`src/hw/rtl/tcw_pkg.sv`:
```
// shared constants, types and helper functions for the text console writer
// no dependencies; imported by every module of the block but tcw_ram
package tcw_pkg;

  localparam int COLUMNS  = 80;
  localparam int ROWS     = 25;
  localparam int CELLS    = COLUMNS * ROWS;

  localparam int KIND_W   = 3;
  localparam int CHAR_W   = 8;
  localparam int POS_W    = 11;
  localparam int CELL_W   = 2 * CHAR_W;
  localparam int COL_W    = $clog2(COLUMNS);
  localparam int ROW_W    = $clog2(ROWS + 2);
  localparam int TOP_W    = $clog2(ROWS);
  localparam int ADDR_W   = $clog2(CELLS);

  localparam int QDEPTH   = 2;
  localparam int QPTR_W   = $clog2(QDEPTH);
  localparam int QCNT_W   = $clog2(QDEPTH + 1);

  localparam int RSHIFT   = POS_W + $clog2(COLUMNS);
  localparam int RECIP    = ((1 << RSHIFT) + COLUMNS - 1) / COLUMNS;
  localparam int RECIP_W  = $clog2(RECIP + 1);
  localparam int PROD_W   = POS_W + RECIP_W;

  localparam int PADDR_W  = 3;
  localparam int PDATA_W  = 32;
  localparam int REG_IDX_W = PADDR_W - 2;
  localparam logic [REG_IDX_W-1:0] REG_BLANK_ATTR = REG_IDX_W'(0);

  localparam logic [CHAR_W-1:0] SPACE_CH     = 8'h20;
  localparam logic [CHAR_W-1:0] NEWLINE_CH   = 8'h0A;
  localparam logic [CHAR_W-1:0] BACKSLASH_CH = 8'h5C;
  localparam logic [CHAR_W-1:0] LETTER_N     = 8'h6E;
  localparam logic [CHAR_W-1:0] RESET_ATTR   = 8'h07;

  typedef enum logic [KIND_W-1:0] {
    KIND_BEGIN_NL = 3'd0,
    KIND_BEGIN_SL = 3'd1,
    KIND_CHAR     = 3'd2,
    KIND_END      = 3'd3,
    KIND_SET      = 3'd4,
    KIND_READ     = 3'd5
  } kind_t;

  typedef struct packed {
    kind_t             kind;
    logic [CHAR_W-1:0] ch;
    logic [CHAR_W-1:0] color;
    logic [ROW_W-1:0]  prow;
    logic [COL_W-1:0]  pcol;
    logic              poob;
    logic              is_n;
    logic              is_bs;
    logic              is_nl;
  } item_t;

  // row of a logical index, reciprocal multiply (exact over the whole index range)
  function automatic logic [ROW_W-1:0] pos_row(input logic [POS_W-1:0] pos);
    logic [PROD_W-1:0] prod;
    prod = PROD_W'(pos) * PROD_W'(RECIP);
    return ROW_W'(prod >> RSHIFT);
  endfunction

  function automatic logic [COL_W-1:0] pos_col(input logic [POS_W-1:0] pos,
                                               input logic [ROW_W-1:0] row);
    logic [POS_W-1:0] base;
    base = POS_W'(row) * POS_W'(COLUMNS);
    return COL_W'(pos - base);
  endfunction

  // logical row to ring row
  function automatic logic [TOP_W-1:0] phys_row(input logic [ROW_W-1:0] row,
                                                input logic [TOP_W-1:0] top);
    logic [ROW_W:0] sum;
    sum = {1'b0, row} + (ROW_W + 1)'(top);
    if (sum >= (ROW_W + 1)'(ROWS)) begin
      sum = sum - (ROW_W + 1)'(ROWS);
    end
    return TOP_W'(sum);
  endfunction

  function automatic logic [ADDR_W-1:0] cell_addr(input logic [TOP_W-1:0] prow,
                                                  input logic [COL_W-1:0] col);
    return ADDR_W'(prow) * ADDR_W'(COLUMNS) + ADDR_W'(col);
  endfunction

  function automatic logic [POS_W-1:0] cursor_of(input logic [ROW_W-1:0] row,
                                                 input logic [COL_W-1:0] col);
    return POS_W'(row) * POS_W'(COLUMNS) + POS_W'(col);
  endfunction

endpackage

```
`src/hw/rtl/tcw_back.sv`:
```
// back end: cursor, ring offset and string state; carries out each item on the
// screen memory, runs the reset clear and the row blanking; depends on tcw_pkg
module tcw_back (
  input  logic                       clk,
  input  logic                       rst_n,
  input  logic                       q_valid,
  input  tcw_pkg::item_t             q_item,
  output logic                       q_pop,
  input  logic [tcw_pkg::CHAR_W-1:0] blank_attr,
  output logic                       clearing,
  output logic                       ram_we,
  output logic [tcw_pkg::ADDR_W-1:0] ram_waddr,
  output logic [tcw_pkg::CELL_W-1:0] ram_wdata,
  output logic [tcw_pkg::ADDR_W-1:0] ram_raddr,
  input  logic [tcw_pkg::CELL_W-1:0] ram_rdata,
  output logic                       out_valid,
  input  logic                       out_ready,
  output logic [tcw_pkg::POS_W-1:0]  out_cursor_now,
  output logic [tcw_pkg::CHAR_W-1:0] out_read_char,
  output logic [tcw_pkg::CHAR_W-1:0] out_read_attr,
  output logic                       out_scrolled,
  output logic                       out_dropped
);
  import tcw_pkg::*;

  typedef enum logic [4:0] {
    ST_CLEAR  = 5'b00001,
    ST_IDLE   = 5'b00010,
    ST_EXEC   = 5'b00100,
    ST_SCROLL = 5'b01000,
    ST_READ   = 5'b10000
  } state_t;

  state_t            state_r, state_nxt;
  item_t             it_r, it_nxt;
  logic [ROW_W-1:0]  row_r, row_nxt;
  logic [COL_W-1:0]  col_r, col_nxt;
  logic [TOP_W-1:0]  top_r, top_nxt;
  logic              same_r, same_nxt;
  logic              held_r, held_nxt;
  logic [CHAR_W-1:0] hcolor_r, hcolor_nxt;
  logic [TOP_W-1:0]  sw_row_r, sw_row_nxt;
  logic [COL_W-1:0]  sw_col_r, sw_col_nxt;
  logic              ret_done_r, ret_done_nxt;
  logic              scr_r, scr_nxt;

  logic              out_v_r, out_v_nxt;
  logic [ROW_W-1:0]  out_row_r, out_row_nxt;
  logic [COL_W-1:0]  out_col_r, out_col_nxt;
  logic [CHAR_W-1:0] out_rch_r, out_rch_nxt;
  logic [CHAR_W-1:0] out_rat_r, out_rat_nxt;
  logic              out_scr_r, out_scr_nxt;
  logic              out_drp_r, out_drp_nxt;

  logic              out_free;
  logic              at_end;
  logic              last_col;
  logic [TOP_W-1:0]  wrow;
  logic [COL_W-1:0]  wcol;
  logic              do_put;
  logic              do_nl;
  logic [CHAR_W-1:0] put_ch;
  logic [CHAR_W-1:0] put_at;
  logic              fin;
  logic              drop;

  assign out_free = !out_v_r || out_ready;
  assign clearing = (state_r == ST_CLEAR);
  assign at_end   = (row_r == ROW_W'(ROWS)) ||
                    ((row_r == ROW_W'(ROWS - 1)) && (col_r == COL_W'(COLUMNS - 1)));
  assign last_col = (sw_col_r == COL_W'(COLUMNS - 1));

  assign ram_waddr = cell_addr(wrow, wcol);
  assign ram_raddr = cell_addr(phys_row(it_r.prow, top_r), it_r.pcol);

  always_comb begin
    state_nxt    = state_r;
    it_nxt       = it_r;
    row_nxt      = row_r;
    col_nxt      = col_r;
    top_nxt      = top_r;
    same_nxt     = same_r;
    held_nxt     = held_r;
    hcolor_nxt   = hcolor_r;
    sw_row_nxt   = sw_row_r;
    sw_col_nxt   = sw_col_r;
    ret_done_nxt = ret_done_r;
    scr_nxt      = scr_r;
    out_v_nxt    = out_v_r && !out_ready;
    out_row_nxt  = out_row_r;
    out_col_nxt  = out_col_r;
    out_rch_nxt  = out_rch_r;
    out_rat_nxt  = out_rat_r;
    out_scr_nxt  = out_scr_r;
    out_drp_nxt  = out_drp_r;
    q_pop        = 1'b0;
    ram_we       = 1'b0;
    wrow         = phys_row(row_r, top_r);
    wcol         = col_r;
    ram_wdata    = {RESET_ATTR, SPACE_CH};
    do_put       = 1'b0;
    do_nl        = 1'b0;
    put_ch       = BACKSLASH_CH;
    put_at       = hcolor_r;
    fin          = 1'b0;
    drop         = 1'b0;

    case (state_r)
      ST_CLEAR: begin
        ram_we = 1'b1;
        wrow   = sw_row_r;
        wcol   = sw_col_r;
        if (last_col) begin
          sw_col_nxt = '0;
          if (sw_row_r == TOP_W'(ROWS - 1)) begin
            sw_row_nxt = '0;
            state_nxt  = ST_IDLE;
          end else begin
            sw_row_nxt = sw_row_r + 1'b1;
          end
        end else begin
          sw_col_nxt = sw_col_r + 1'b1;
        end
      end

      ST_IDLE: begin
        if (q_valid && out_free) begin
          q_pop     = 1'b1;
          it_nxt    = q_item;
          scr_nxt   = 1'b0;
          state_nxt = ST_EXEC;
        end
      end

      ST_EXEC: begin
        case (it_r.kind)
          KIND_BEGIN_NL: begin
            row_nxt  = (row_r >= ROW_W'(ROWS)) ? ROW_W'(ROWS) : row_r + 1'b1;
            col_nxt  = '0;
            same_nxt = 1'b0;
            held_nxt = 1'b0;
            fin      = 1'b1;
          end
          KIND_BEGIN_SL: begin
            same_nxt = 1'b1;
            held_nxt = 1'b0;
            fin      = 1'b1;
          end
          KIND_CHAR: begin
            if (held_r) begin
              held_nxt = 1'b0;
              if (it_r.is_n) begin
                do_nl = 1'b1;
                fin   = 1'b1;
              end else begin
                // held backslash goes out first, the item itself is carried out after it
                do_put = 1'b1;
              end
            end else if (same_r && at_end) begin
              drop = 1'b1;
              fin  = 1'b1;
            end else if (it_r.is_bs) begin
              held_nxt   = 1'b1;
              hcolor_nxt = it_r.color;
              fin        = 1'b1;
            end else if (it_r.is_nl) begin
              do_nl = 1'b1;
              fin   = 1'b1;
            end else begin
              do_put = 1'b1;
              put_ch = it_r.ch;
              put_at = it_r.color;
              fin    = 1'b1;
            end
          end
          KIND_END: begin
            if (held_r) begin
              held_nxt = 1'b0;
              do_put   = 1'b1;
            end
            fin = 1'b1;
          end
          KIND_SET: begin
            row_nxt  = it_r.prow;
            col_nxt  = it_r.pcol;
            held_nxt = 1'b0;
            fin      = 1'b1;
          end
          KIND_READ: begin
            if (it_r.poob) begin
              fin = 1'b1;
            end else begin
              state_nxt = ST_READ;
            end
          end
          default: begin
            fin = 1'b1;
          end
        endcase

        if (do_put) begin
          if (!same_r && (row_r == ROW_W'(ROWS))) begin
            // scroll first, then run this item again with the held state kept and the cursor one row up
            held_nxt     = held_r;
            fin          = 1'b0;
            state_nxt    = ST_SCROLL;
            ret_done_nxt = 1'b0;
            scr_nxt      = 1'b1;
          end else if (!same_r || !at_end) begin
            ram_we    = 1'b1;
            ram_wdata = {put_at, put_ch};
            if (col_r == COL_W'(COLUMNS - 1)) begin
              col_nxt = '0;
              row_nxt = row_r + 1'b1;
            end else begin
              col_nxt = col_r + 1'b1;
            end
          end
        end

        if (do_nl) begin
          col_nxt = '0;
          if (!same_r && (row_r >= ROW_W'(ROWS - 1))) begin
            fin          = 1'b0;
            state_nxt    = ST_SCROLL;
            ret_done_nxt = 1'b1;
            scr_nxt      = 1'b1;
          end else begin
            row_nxt = row_r + 1'b1;
          end
        end
      end

      ST_SCROLL: begin
        // blank the old top row, which becomes the new bottom row
        ram_we    = 1'b1;
        wrow      = top_r;
        wcol      = sw_col_r;
        ram_wdata = {blank_attr, SPACE_CH};
        if (last_col) begin
          sw_col_nxt = '0;
          top_nxt    = (top_r == TOP_W'(ROWS - 1)) ? '0 : top_r + 1'b1;
          if (ret_done_r) begin
            fin = 1'b1;
          end else begin
            row_nxt   = row_r - 1'b1;
            state_nxt = ST_EXEC;
          end
        end else begin
          sw_col_nxt = sw_col_r + 1'b1;
        end
      end

      ST_READ: begin
        fin = 1'b1;
      end

      default: begin
        state_nxt = ST_IDLE;
      end
    endcase

    if (fin) begin
      state_nxt   = ST_IDLE;
      out_v_nxt   = 1'b1;
      out_row_nxt = row_nxt;
      out_col_nxt = col_nxt;
      out_rch_nxt = (state_r == ST_READ) ? ram_rdata[CHAR_W-1:0] : '0;
      out_rat_nxt = (state_r == ST_READ) ? ram_rdata[CELL_W-1:CHAR_W] : '0;
      out_scr_nxt = scr_nxt;
      out_drp_nxt = drop;
    end
  end

  always_ff @(posedge clk) begin
    if (!rst_n) begin
      state_r    <= ST_CLEAR;
      row_r      <= '0;
      col_r      <= '0;
      top_r      <= '0;
      same_r     <= 1'b0;
      held_r     <= 1'b0;
      hcolor_r   <= '0;
      sw_row_r   <= '0;
      sw_col_r   <= '0;
      ret_done_r <= 1'b0;
      scr_r      <= 1'b0;
      out_v_r    <= 1'b0;
    end else begin
      state_r    <= state_nxt;
      row_r      <= row_nxt;
      col_r      <= col_nxt;
      top_r      <= top_nxt;
      same_r     <= same_nxt;
      held_r     <= held_nxt;
      hcolor_r   <= hcolor_nxt;
      sw_row_r   <= sw_row_nxt;
      sw_col_r   <= sw_col_nxt;
      ret_done_r <= ret_done_nxt;
      scr_r      <= scr_nxt;
      out_v_r    <= out_v_nxt;
    end
  end

  always_ff @(posedge clk) begin
    it_r      <= it_nxt;
    out_row_r <= out_row_nxt;
    out_col_r <= out_col_nxt;
    out_rch_r <= out_rch_nxt;
    out_rat_r <= out_rat_nxt;
    out_scr_r <= out_scr_nxt;
    out_drp_r <= out_drp_nxt;
  end

  assign out_valid      = out_v_r;
  assign out_cursor_now = cursor_of(out_row_r, out_col_r);
  assign out_read_char  = out_rch_r;
  assign out_read_attr  = out_rat_r;
  assign out_scrolled   = out_scr_r;
  assign out_dropped    = out_drp_r;

endmodule

```
`config.mk`:
```
export PLATFORM = sky130hd
export DESIGN_NAME = tcw_back
export DESIGN_NICKNAME = d
export VERILOG_FILES = /design/src/hw/rtl/tcw_pkg.sv /design/src/hw/rtl/tcw_back.sv
export SDC_FILE = /design/constraint.sdc
export NUM_CORES = 1
export LEC_CHECK = 0
export ABC_AREA = 1
export BUFFER_PORTS_ARGS = -buffer_cell sky130_fd_sc_hd__buf_2
export CAP_MARGIN = 10
export CORE_UTILIZATION = 40
export CTS_CLUSTER_SIZE = 30
export DETAILED_ROUTE_END_ITERATION = 10
export SLEW_MARGIN = 5
export SYNTH_ARGS = -nofsm -noshare
export SYNTH_HDL_FRONTEND = slang
export SYNTH_SLANG_ARGS = --single-unit
```
`constraint.sdc`:
```
create_clock -name clk -period 4 [get_ports clk]
set_input_delay 0.4 -clock clk [delete_from_list [all_inputs] [get_ports clk]]
set_output_delay 0.4 -clock clk [all_outputs]
set_load 0.02 [all_outputs]
```
=== Word level (Yosys, flattened, before mapping) ===
Cells that the tools add are included.

* Magnitude comparators: 4
* $add $sub $neg: 13
* Multiplexer cells: 102
* Bitwise logic cells: 6
* $mul: 3
* Reduce and logical (&&, ||, !) cells: 27
* Eq/ne operators: 28

{| class="wikitable"
|+ Operator list
! operator !! count
|-
| $mux 5 || 24
|-
| $mux 8 || 10
|-
| $mux 7 || 8
|-
| $mux 16 || 3
|-
| $mux 1 || 43
|-
| $add 11x7->11 || 3
|-
| $pmux 16 s2 || 1
|-
| $pmux 5 s2 || 3
|-
| $eq 5x5->1 const B || 5
|-
| $pmux 5 s5 || 1
|-
| $mul 5x3->7 const B || 3
|-
| $add 5x1->5 const B || 3
|-
| $add 7x1->7 const B || 2
|-
| $eq 7x7->1 const B || 2
|-
| $pmux 7 s2 || 1
|-
| $add 5x5->6 || 2
|-
| $ge 6x5->1 const B || 2
|-
| $pmux 1 s2 || 6
|-
| $reduce_and 6->1 || 2
|-
| $ge 5x5->1 const B || 2
|-
| $ne 2x2->1 const B || 5
|-
| $reduce_and 2->1 || 5
|-
| $sub 5x5->5 const B || 2
|-
| $ne 3x3->1 const B || 3
|-
| 22 further kinds || 42
|}

* Register bits: 112
* Bits of input ports: 63

=== Logic depth before layout (Yosys ltp) ===
Gate-level depths: netlist of the first run.

* Depth after elaboration: 14
* Mapped depth: 24
* Mapped depth without buffers: 24

=== Worst setup path before layout of the first run ===
OpenSTA, ideal clock, no wires.

* Path type: flip-flop to output port
* Start: reg it_r[11] in the netlist's numbering
* End: out ram_raddr[10] in the netlist's numbering
* Data required time: 3600 ps
* Setup slack: -320 ps
* Stages on the path, launching flop included: 18
* Arrival time: 3920 ps
* Path through: edfxtp_1 > ha_1 > fa_1 > inv_1 > ha_1 > inv_1 > nor2_1 > nor2_1 > o21ai_0 > nand2_1 > o21ai_0 > ha_1 > ha_1 > fa_1 > xor2_1 > nand3_1 > xor2_1 > xnor2_1

* Cells in the longest elaborated chain, start to end: 5

{| class="wikitable"
|+ RTL lines
! what !! RTL line !! source
|-
| start: declaration || tcw_back.sv:35 || <nowiki>item_t it_r, it_nxt;</nowiki>
|-
| start signal: assignment || tcw_back.sv:306 || <nowiki>it_r <= it_nxt;</nowiki>
|-
| $add 5x5->6 (*) || tcw_pkg.sv:77 || <nowiki>sum = {1'b0, row} + (ROW_W + 1)'(top);</nowiki>
|-
| $sub 5x5->5 / $ge 6x5->1 (equally long branches) || tcw_pkg.sv:79, tcw_pkg.sv:78 ||
|-
| $mux 5 (*) || tcw_pkg.sv:78 || <nowiki>if (sum >= (ROW_W + 1)'(ROWS)) begin</nowiki>
|-
| $mul 5x3->7 (*) || tcw_pkg.sv:86 || <nowiki>return ADDR_W'(prow) * ADDR_W'(COLUMNS) + ADDR_W'(col);</nowiki>
|-
| $add 11x7->11 (*) || tcw_pkg.sv:86 ||
|-
| end: declaration || tcw_back.sv:14 || <nowiki>output logic [tcw_pkg::ADDR_W-1:0] ram_raddr,</nowiki>
|}

Mark *: on every way between the ends. The rest lies on a longest branch, timed or not.

=== Final worst setup path of the first run ===
Same ends and word-level chain as after synthesis.

==> metrics.log, run 1 <==
[metrics] outcome: finished, violations left
[metrics] failing checks: negative setup slack
[metrics] metal2 WL: 7.90 mm
[metrics] gate count of the mapped netlist: 840
[metrics] share of the synthesized area in the top cell type: 0.277
[metrics] Finish-stage setup viols: 8
[metrics] Routed WL per cell: 13.4 um
[metrics] number of buffers inserted during clock tree synthesis: 9
[metrics] Post-Synthesis Cell Area: 0.00704 mm^2
[metrics] initial antenna violation count: 0
[metrics] Power Total: 2.47 mW
[metrics] final instance area: around 0.0090 mm^2
[metrics] Post-synth ARST share: 0
[metrics] max-slew violation count: 0
[metrics] number of nets in the synthesized netlist: 962
[metrics] clk slew on worst S/H paths: 0.07 ns
[metrics] Worst Hold Path Cells: 1
[metrics] launch instance of the worst min-delay path: q_item[8]
[metrics] Die Span Y: 135 um
[metrics] net total in the final layout: around 1100
[metrics] final worst clock skew: 0.0109 ns
[metrics] Clk Latency, worst-skew pair: 0.36 ns
[metrics] Antenna Cells: 0
[metrics] largest voltage drop on the vdd net: 0.000279 V
[metrics] placed insts: approximately 1200
[metrics] total half-perimeter wirelength after legalization and detailed placement: 12.4 mm
[metrics] number of enable-type register cells in the synthesized netlist: 65
[metrics] pin count of the biggest net entering global routing: 29
[metrics] cell type contributing the most total cell area after synthesis: sky130_fd_sc_hd__edfxtp_1
[metrics] Pwr Density: 273 mW/mm^2
[metrics] met3 wirelength from detailed routing: 942 um
[metrics] quantity of I/O buffers inserted on ports: 133
[metrics] CP arrival: 4.05 ns
[metrics] total wire length after detailed routing: approximately 17 mm
[metrics] worst reg2reg setup slack: 0.92 ns
[metrics] overall die area: 0.0181 mm^2
[metrics] Pleak: 4.12 nW
[metrics] critical path capture point type: output pin
[metrics] TritonCTS clock tree: built
[metrics] cts hold-fix bufs: 0
[metrics] tightest hold margin: ~0.21 ns
[metrics] routed length on met1: 7.62 mm
[metrics] number of warnings printed during yosys synthesis: 0
[metrics] via count of the first global-routing pass: 5543
[metrics] number of top-level design ports: 134
[metrics] top metal layer carrying routed signals: met4
[metrics] reg2reg path depth: 14
[metrics] # fillers: 1580
[metrics] number of H-tree branching levels: 3
[metrics] utilization after layout: 0.525
[metrics] Antenna Violating Nets Remaining: 0
[metrics] Max-Cap Viols: 0
[metrics] number of distinct standard cells referenced by the synthesized netlist: 51
[metrics] area used by multi-input combinational logic: 0.00389 mm^2
[metrics] Avg Inst Size Synth: 8.38 um^2
[metrics] post-route setup TNS: -2.52 ns
[metrics] Std-Cell Rows: 48
[metrics] Most used DFF post-synth: sky130_fd_sc_hd__edfxtp_1
[metrics] drt first pass iters: 7
[metrics] CTS sink cnt: around 110
[metrics] proportion of layout cells with a drive suffix above 1: 0.297
[metrics] worst-case clock buffer depth: 2
[metrics] CP Max Fanout: 5
[metrics] endpoint required time on the critical path: 3.60 ns
[metrics] clk root buf: sky130_fd_sc_hd__clkbuf_16
[metrics] placed instance area: between 0.008 and 0.009 mm^2
[metrics] Vias/cell: 4.82
[metrics] critical register-to-register path startpoint: row_r[0]$_SDFF_PN0_
[metrics] minimum setup slack in the final design: -0.454 ns
[metrics] placeable core region: 0.0172 mm^2
[metrics] sequential cell area: 0.00290 mm^2
[metrics] number of endpoints with negative hold slack in the final report: 0
[metrics] setup repair after global routing missed its margin: yes
[metrics] min Tclk post-route: 4.45 ns
[metrics] period utilisation layout: 1.11
[metrics] top cells by area, synth: sky130_fd_sc_hd__edfxtp_1 28%, sky130_fd_sc_hd__dfxtp_1 13%, sky130_fd_sc_hd__ha_1 9.1%
[metrics] transition at the pin with the smallest max-transition slack: 0.659 ns
[metrics] end of the worst register-to-register path: out_read_attr[7]$_SDFFCE_PP0P_
[metrics] critical path start-end classification: reg -> out
[metrics] effective utilization at floorplan: 0.409
[metrics] worst slack at placement: -0.344 ns
[metrics] startpoint types: flip-flop
[metrics] Hold Path End: it_r[8]$_DFFE_PP_
[metrics] drt initial violations: 298
[metrics] relative area change from synthesis to final layout: 28.4%
[metrics] global-route wire length before repair: 26.5 mm
[metrics] fmax: 225 MHz
[metrics] share of the yosys chip area belonging to registers: 0.411
[metrics] number of remaining DRC errors: 0
[metrics] worst relative slew slack: 0.558
[metrics] gr ovfl total: 0
[metrics] non-filler instance count after layout: roughly 1200
[metrics] path type of the worst min-delay path: in -> reg
[metrics] vias post-DR: 6004
[metrics] number of storage elements in the synthesis netlist: between 100 and 150
[metrics] global placement routability congestion: 0.826
[metrics] die boundary width: 135 um
[metrics] overall routing resource usage: 0.185
[cells in the final DEF (no fill, tap or decap), drive strengths merged]
| cell type | synthesis | routed |
|---|---|---|
| or2 | 4 | 4 |
| o31ai | 1 | 1 |
| nand4 | 9 | 9 |
| and2 | 1 | 1 |
| o21ai | 60 | 60 |
| a21oi | 50 | 50 |
| a21o | 2 | 2 |
| xor2 | 31 | 31 |
| nor3b | 6 | 6 |
| nand3b | 4 | 4 |
| nor2 | 78 | 78 |
| nand2 | 152 | 152 |
| nand3 | 55 | 55 |
| xnor2 | 5 | 5 |
| fa | 8 | 8 |
| o221ai | 5 | 5 |
| inv | 130 | 133 |
| buf | 18 | 190 |
| o21a | 3 | 3 |
| ha | 51 | 51 |
| clkinv | 2 | 3 |
| a31o | 1 | 1 |
| a31oi | 6 | 6 |
| a22oi | 1 | 1 |
| nor3 | 16 | 16 |
| clkbuf | 7 | 12 |
| o22ai | 4 | 4 |
| o21bai | 2 | 2 |
| edfxtp | 65 | 65 |
| a211oi | 1 | 1 |
| o211ai | 9 | 9 |
| dfxtp | 47 | 47 |
| nor4 | 6 | 6 |
[sequential cells by signal, indices dropped and copies added, names as in the netlist, 5 cells and up]
signal and flops:
row_r 5, top_r 5, state_r 5, out_col_r 7, out_row_r 5, out_read_attr 8
col_r 7, sw_col_r 7, sw_row_r 5, hcolor_r 8, it_r 35, out_read_char 8
[logic make-up after synthesis]
group | Yosys count | share of synthesized area
simple gates | 331 | 0.222
compound gates | 145 | 0.117
buf+inv | 157 | 0.0922
xor+xnor | 36 | 0.0448
flops | 112 | 0.411
fa+ha+maj | 59 | 0.113
[area by class of cell]
cell class                      count  area share
Timing Repair Buffer              190       0.128
Clock buffer                       12      0.0307
Inverter                          132      0.0554
Multi-Input combinational cell    571       0.430
Sequential cell                   112       0.321
Clock inverter                      4     0.00360
Tap cell                          225      0.0311
[repair_timing]
action / 4_1_cts / 5_1_grt
setup buffers: 22 / 4
pin swaps: 29 / 23
endpoints found under the setup margin: 9 / 9
gates resized for setup: 43 / 40
[power breakdown]
group / total [mW] / switching, mW / internal [mW]
sequential: 1.23 / 0.0114 / 1.22
combinational: 0.307 / 0.173 / 0.134
clock: 0.925 / 0.424 / 0.501
total: 2.47 / 0.608 / 1.86
[worst max-delay path by stage]
| stage | startpoint | endpoint | slack, ns | cells after the start |
|---|---|---|---|---|
| after floorplan | row_r[0]$_SDFF_PN0_ | ram_waddr[9] | -0.13 | 16 |
| after global placement | it_r[11]$_DFFE_PP_ | ram_raddr[10] | -0.24 | 19 |
| after detailed placement | it_r[11]$_DFFE_PP_ | ram_raddr[10] | -0.34 | 19 |
| after CTS | it_r[11]$_DFFE_PP_ | ram_raddr[10] | -0.41 | 16 |
| after global routing | it_r[11]$_DFFE_PP_ | ram_raddr[10] | -0.65 | 17 |
| final | it_r[11]$_DFFE_PP_ | ram_raddr[10] | -0.45 | 17 |
[cell usage after synthesis, drive strengths merged, types with 5 or more instances]
| library cell | count |
|---|---|
| a21oi | 50 |
| a31oi | 6 |
| buf | 18 |
| clkbuf | 7 |
| dfxtp | 47 |
| edfxtp | 65 |
| fa | 8 |
| ha | 51 |
| inv | 130 |
| nand2 | 152 |
| nand3 | 55 |
| nand4 | 9 |
| nor2 | 78 |
| nor3 | 16 |
| nor3b | 6 |
| nor4 | 6 |
| o211ai | 9 |
| o21ai | 60 |
| o221ai | 5 |
| xnor2 | 5 |
| xor2 | 31 |
[critical path, cell delays in order, from the launching register on]
cell                       delay [ns]
sky130_fd_sc_hd__edfxtp_1        0.39
sky130_fd_sc_hd__ha_2            0.22
sky130_fd_sc_hd__fa_2            0.54
sky130_fd_sc_hd__inv_2           0.06
sky130_fd_sc_hd__ha_2            0.17
sky130_fd_sc_hd__nor3b_2         0.15
sky130_fd_sc_hd__o21ai_2         0.13
sky130_fd_sc_hd__nand2_2         0.11
sky130_fd_sc_hd__buf_4           0.17
sky130_fd_sc_hd__nand2_4         0.08
sky130_fd_sc_hd__xor2_4          0.22
sky130_fd_sc_hd__ha_4            0.24
sky130_fd_sc_hd__ha_1            0.31
sky130_fd_sc_hd__a21o_1          0.21
sky130_fd_sc_hd__a21oi_1         0.23
sky130_fd_sc_hd__xor2_2          0.20
sky130_fd_sc_hd__xnor2_2         0.13
sky130_fd_sc_hd__buf_4           0.15
[metal layers]
layer,track usage,up-vias
met5,0,-
met4,0.0524,0
met3,0.0435,17
met2,0.314,140
met1,0.234,2711
li1,-,3136
(Power assumes the default switching activity.)
==> run 2: changes to the inputs <==
--- a/config.mk
+++ b/config.mk
@@ -11,6 +11,7 @@
 export CORE_UTILIZATION = 40
 export CTS_CLUSTER_SIZE = 30
 export DETAILED_ROUTE_END_ITERATION = 10
+export PLACE_DENSITY_LB_ADDON = 0.08
 export SLEW_MARGIN = 5
 export SYNTH_ARGS = -nofsm -noshare
 export SYNTH_HDL_FRONTEND = slang
==> metrics.log, run 2 (synthesis gave the netlist of run 1 again) <==
[metrics] overall die area: 0.0181 mm^2 (unchanged)
[metrics] utilization after layout: 0.533 (was 0.525)
[metrics] period utilisation layout: 1.11 (about the same)
[metrics] worst relative slew slack: 0.530 (was 0.558)
[metrics] pin count of the biggest net entering global routing: 37 (was 29)
[metrics] Routed WL per cell: 13.5 um (was 13.4 um)
[metrics] failing checks: negative setup slack (unchanged)
[metrics] Std-Cell Rows: 48 (unchanged)
[metrics] kind of cell with the highest combined delay on the critical path: adder cells (unchanged)
[metrics] min Tclk post-route: 4.45 ns (about the same)
[metrics] quantity of I/O buffers inserted on ports: 133 (unchanged)
[metrics] CP arrival: 4.05 ns (about the same)
[metrics] number of top-level design ports: 134 (unchanged)
[metrics] placed insts: 1222 (was 1213)
[metrics] transition at the pin with the smallest max-transition slack: 0.701 ns (was 0.659 ns)
[metrics] outcome: finished, violations left (unchanged)
[metrics] largest voltage drop on the vdd net: 0.000220 V (was 0.000279 V)
[metrics] setup repair after global routing missed its margin: yes (unchanged)
[metrics] initial antenna violation count: 0 (unchanged)
[metrics] proportion of layout cells with a drive suffix above 1: 0.322 (was 0.297)
[metrics] relative area change from synthesis to final layout: 30.5% (was 28.4%)
[metrics] worst-case clock buffer depth: 2 (unchanged)
[metrics] CP Max Fanout: 4 (was 5)
[metrics] Slowest Stage Delay on Critical Path: 0.60 ns (was 0.54 ns)
[metrics] list of cells traversed by the critical path: ha_4 > inv_2 > fa_1 > ha_2 > nand3b_1 > nand3_1 > o21bai_2 > inv_2 > or2_4 > a31oi_4 > inv_2 > ha_4 > ha_4 > fa_2 > nor3b_4 > xor2_2 > buf_6 (was ha_2 > fa_2 > inv_2 > ha_2 > nor3b_2 > o21ai_2 > nand2_2 > buf_4 > nand2_4 > xor2_4 > ha_4 > ha_1 > a21o_1 > a21oi_1 > xor2_2 > xnor2_2 > buf_4)
[metrics] minimum setup slack in the final design: -0.447 ns (was -0.454 ns)
[metrics] vias post-DR: 6013 (was 6004)
[metrics] TritonCTS clock tree: built (unchanged)
[metrics] # fillers: 1645 (was 1580)
[metrics] worst slack at placement: -0.309 ns (was -0.344 ns)
[metrics] commonest cells after routing, fill and taps aside: 133 x sky130_fd_sc_hd__nand2_1, 122 x sky130_fd_sc_hd__buf_2, 115 x sky130_fd_sc_hd__inv_1 (was 136 x sky130_fd_sc_hd__nand2_1, 124 x sky130_fd_sc_hd__buf_2, 120 x sky130_fd_sc_hd__inv_1)
[metrics] flip-flop count of the largest register after layout: 35 (unchanged)
[metrics] drt first pass iters: 5 (was 7)
[metrics] beginning of the critical path: top_r[0]$_SDFFE_PN0P_ (was it_r[11]$_DFFE_PP_)
[metrics] launch instance of the worst min-delay path: q_item[7] (was q_item[8])
[metrics] post-route setup TNS: -2.54 ns (was -2.52 ns)
[metrics] Vias/cell: 4.80 (was 4.82)
[metrics] number of remaining DRC errors: 0 (unchanged)
[metrics] number of H-tree branching levels: 3 (unchanged)
[metrics] critical path start-end classification: reg -> out (unchanged)
[metrics] Antenna Violating Nets Remaining: 0 (unchanged)
[metrics] non-filler instance count after layout: 1254 (was 1246)
[metrics] global placement routability congestion: 0.775 (was 0.826)
[metrics] final worst clock skew: 0.0115 ns (was 0.0109 ns)
[metrics] sum of buffers and inverters on the critical path: 4 (was 3)
[metrics] standard cell with the maximum stage delay on the critical path: sky130_fd_sc_hd__fa_2 (unchanged)
[metrics] max-slew violation count: 0 (unchanged)
[metrics] overall routing resource usage: 0.193 (was 0.185)
[metrics] Top reg by flops: it_r (unchanged)
[metrics] clk root buf: sky130_fd_sc_hd__clkbuf_16 (unchanged)
[metrics] leading cell type in the layout, fill and taps excluded: sky130_fd_sc_hd__nand2_1 (unchanged)
[metrics] effective utilization at floorplan: 0.409 (unchanged)
[metrics] Pwr Density: 266 mW/mm^2 (was 273 mW/mm^2)
[metrics] drt initial violations: 272 (was 298)
[metrics] path type of the worst min-delay path: in -> reg (unchanged)
[metrics] Max-Cap Viols: 0 (unchanged)
[metrics] Finish-stage setup viols: 8 (unchanged)
[metrics] total wire length after detailed routing: 17.0 mm (was 16.7 mm)
[metrics] startpoint types: flip-flop (unchanged)
[metrics] placeable core region: 0.0172 mm^2 (unchanged)
[metrics] gr ovfl total: 0 (unchanged)
[metrics] global-route wire length before repair: 27.3 mm (was 26.5 mm)
[metrics] die boundary width: 135 um (unchanged)
[metrics] Pleak: 4.15 nW (was 4.12 nW)
[metrics] number of endpoints with negative hold slack in the final report: 0 (unchanged)
[metrics] clk slew on worst S/H paths: 0.08 ns (was 0.07 ns)
[metrics] Antenna Cells: 0 (unchanged)
[metrics] Die Span Y: 135 um (unchanged)
[metrics] critical path capture point type: output pin (unchanged)
[metrics] number of buffers inserted during clock tree synthesis: 9 (unchanged)
[metrics] endpoint required time on the critical path: 3.60 ns (about the same)
[metrics] via count of the first global-routing pass: 5589 (was 5543)
[metrics] Clk Latency, worst-skew pair: 0.36 ns (about the same)
[metrics] critical register-to-register path startpoint: row_r[0]$_SDFF_PN0_ (unchanged)
[metrics] total half-perimeter wirelength after legalization and detailed placement: 12.6 mm (was 12.4 mm)
[metrics] CTS sink cnt: 112 (unchanged)
[metrics] cts hold-fix bufs: 0 (unchanged)
[metrics] fmax: 225 MHz (about the same)
[metrics] net total in the final layout: 1146 (was 1138)
-- run 2: changes by cell type in the layout (fill, tap and decap cells not counted), moves of 3 or more --
cell                      before  now
sky130_fd_sc_hd__nand2_2      14   17
sky130_fd_sc_hd__inv_2         9   14
sky130_fd_sc_hd__o21ai_2       1    4
sky130_fd_sc_hd__inv_1       120  115
sky130_fd_sc_hd__nand2_1     136  133
sky130_fd_sc_hd__buf_4        55   65
sky130_fd_sc_hd__ha_4         11   14
-- run 2: per-layer routing --
layer,track usage,share of wire
met5,0,0
met4,0.0449,0.0094
met3,0.0387,0.047
met2,0.332,0.48
met1,0.248,0.46
-- run 2: layout make-up --
| type | instances | area [um^2] | share of cell area |
|---|---|---|---|
| repair buffers | 198 | 1220 | 0.133 |
| multi-input cells | 571 | 4000 | 0.435 |
| inverters | 132 | 498 | 0.0542 |
| well taps | 225 | 282 | 0.0306 |
| clock inverters | 7 | 61.3 | 0.00667 |
| flip-flops and latches | 112 | 2900 | 0.316 |
| clock buffers | 9 | 225 | 0.0245 |
-- run 2: through the flow --
stage	area (um^2)	power [mW]	hold slack, ns
after CTS	8820	2.45	0.194
final	9190	2.44	0.208
after global routing	9190	2.54	0.188
after detailed placement	8270	1.52	0.444
after floorplan	7100	1.42	0.430
after global placement	8270	1.52	0.442
-- run 2: repair_timing --
item	CTS	global route
setup endpoints to repair	11	12
buffers inserted	10	7
pin swaps	32	23
gates resized for setup	52	58
-- run 2: worst register-to-register path, stage by stage (launching register included) --
cell and delay [ns]:
sky130_fd_sc_hd__dfxtp_4 0.36, sky130_fd_sc_hd__buf_4 0.15, sky130_fd_sc_hd__inv_1 0.19, sky130_fd_sc_hd__ha_1 0.19
sky130_fd_sc_hd__inv_1 0.04, sky130_fd_sc_hd__nor3_1 0.16, sky130_fd_sc_hd__nand2_1 0.09, sky130_fd_sc_hd__nand2_2 0.08
sky130_fd_sc_hd__nand2_4 0.07, sky130_fd_sc_hd__nand2_2 0.32, sky130_fd_sc_hd__nand2_2 0.14, sky130_fd_sc_hd__nand2_1 0.21
sky130_fd_sc_hd__nand3_1 0.10, sky130_fd_sc_hd__nand2_1 0.19, sky130_fd_sc_hd__buf_4 0.42
-- run 2: worst paths after layout --
check | endpoint | slack, ns | cells after the start
worst min register to register | hcolor_r[3]$_SDFFE_PN0P_ | 0.46 | 2
worst min-delay path | it_r[7]$_DFFE_PP_ | 0.21 | 1
worst max register to register | out_read_attr[0]$_SDFFCE_PP0P_ | 0.92 | 14
worst max-delay path | ram_waddr[9] | -0.45 | 17
-- run 2: report_power, final --
part,internal (mW),switching [mW]
clock network,0.438,0.454
logic,0.137,0.180
registers,1.22,0.0114
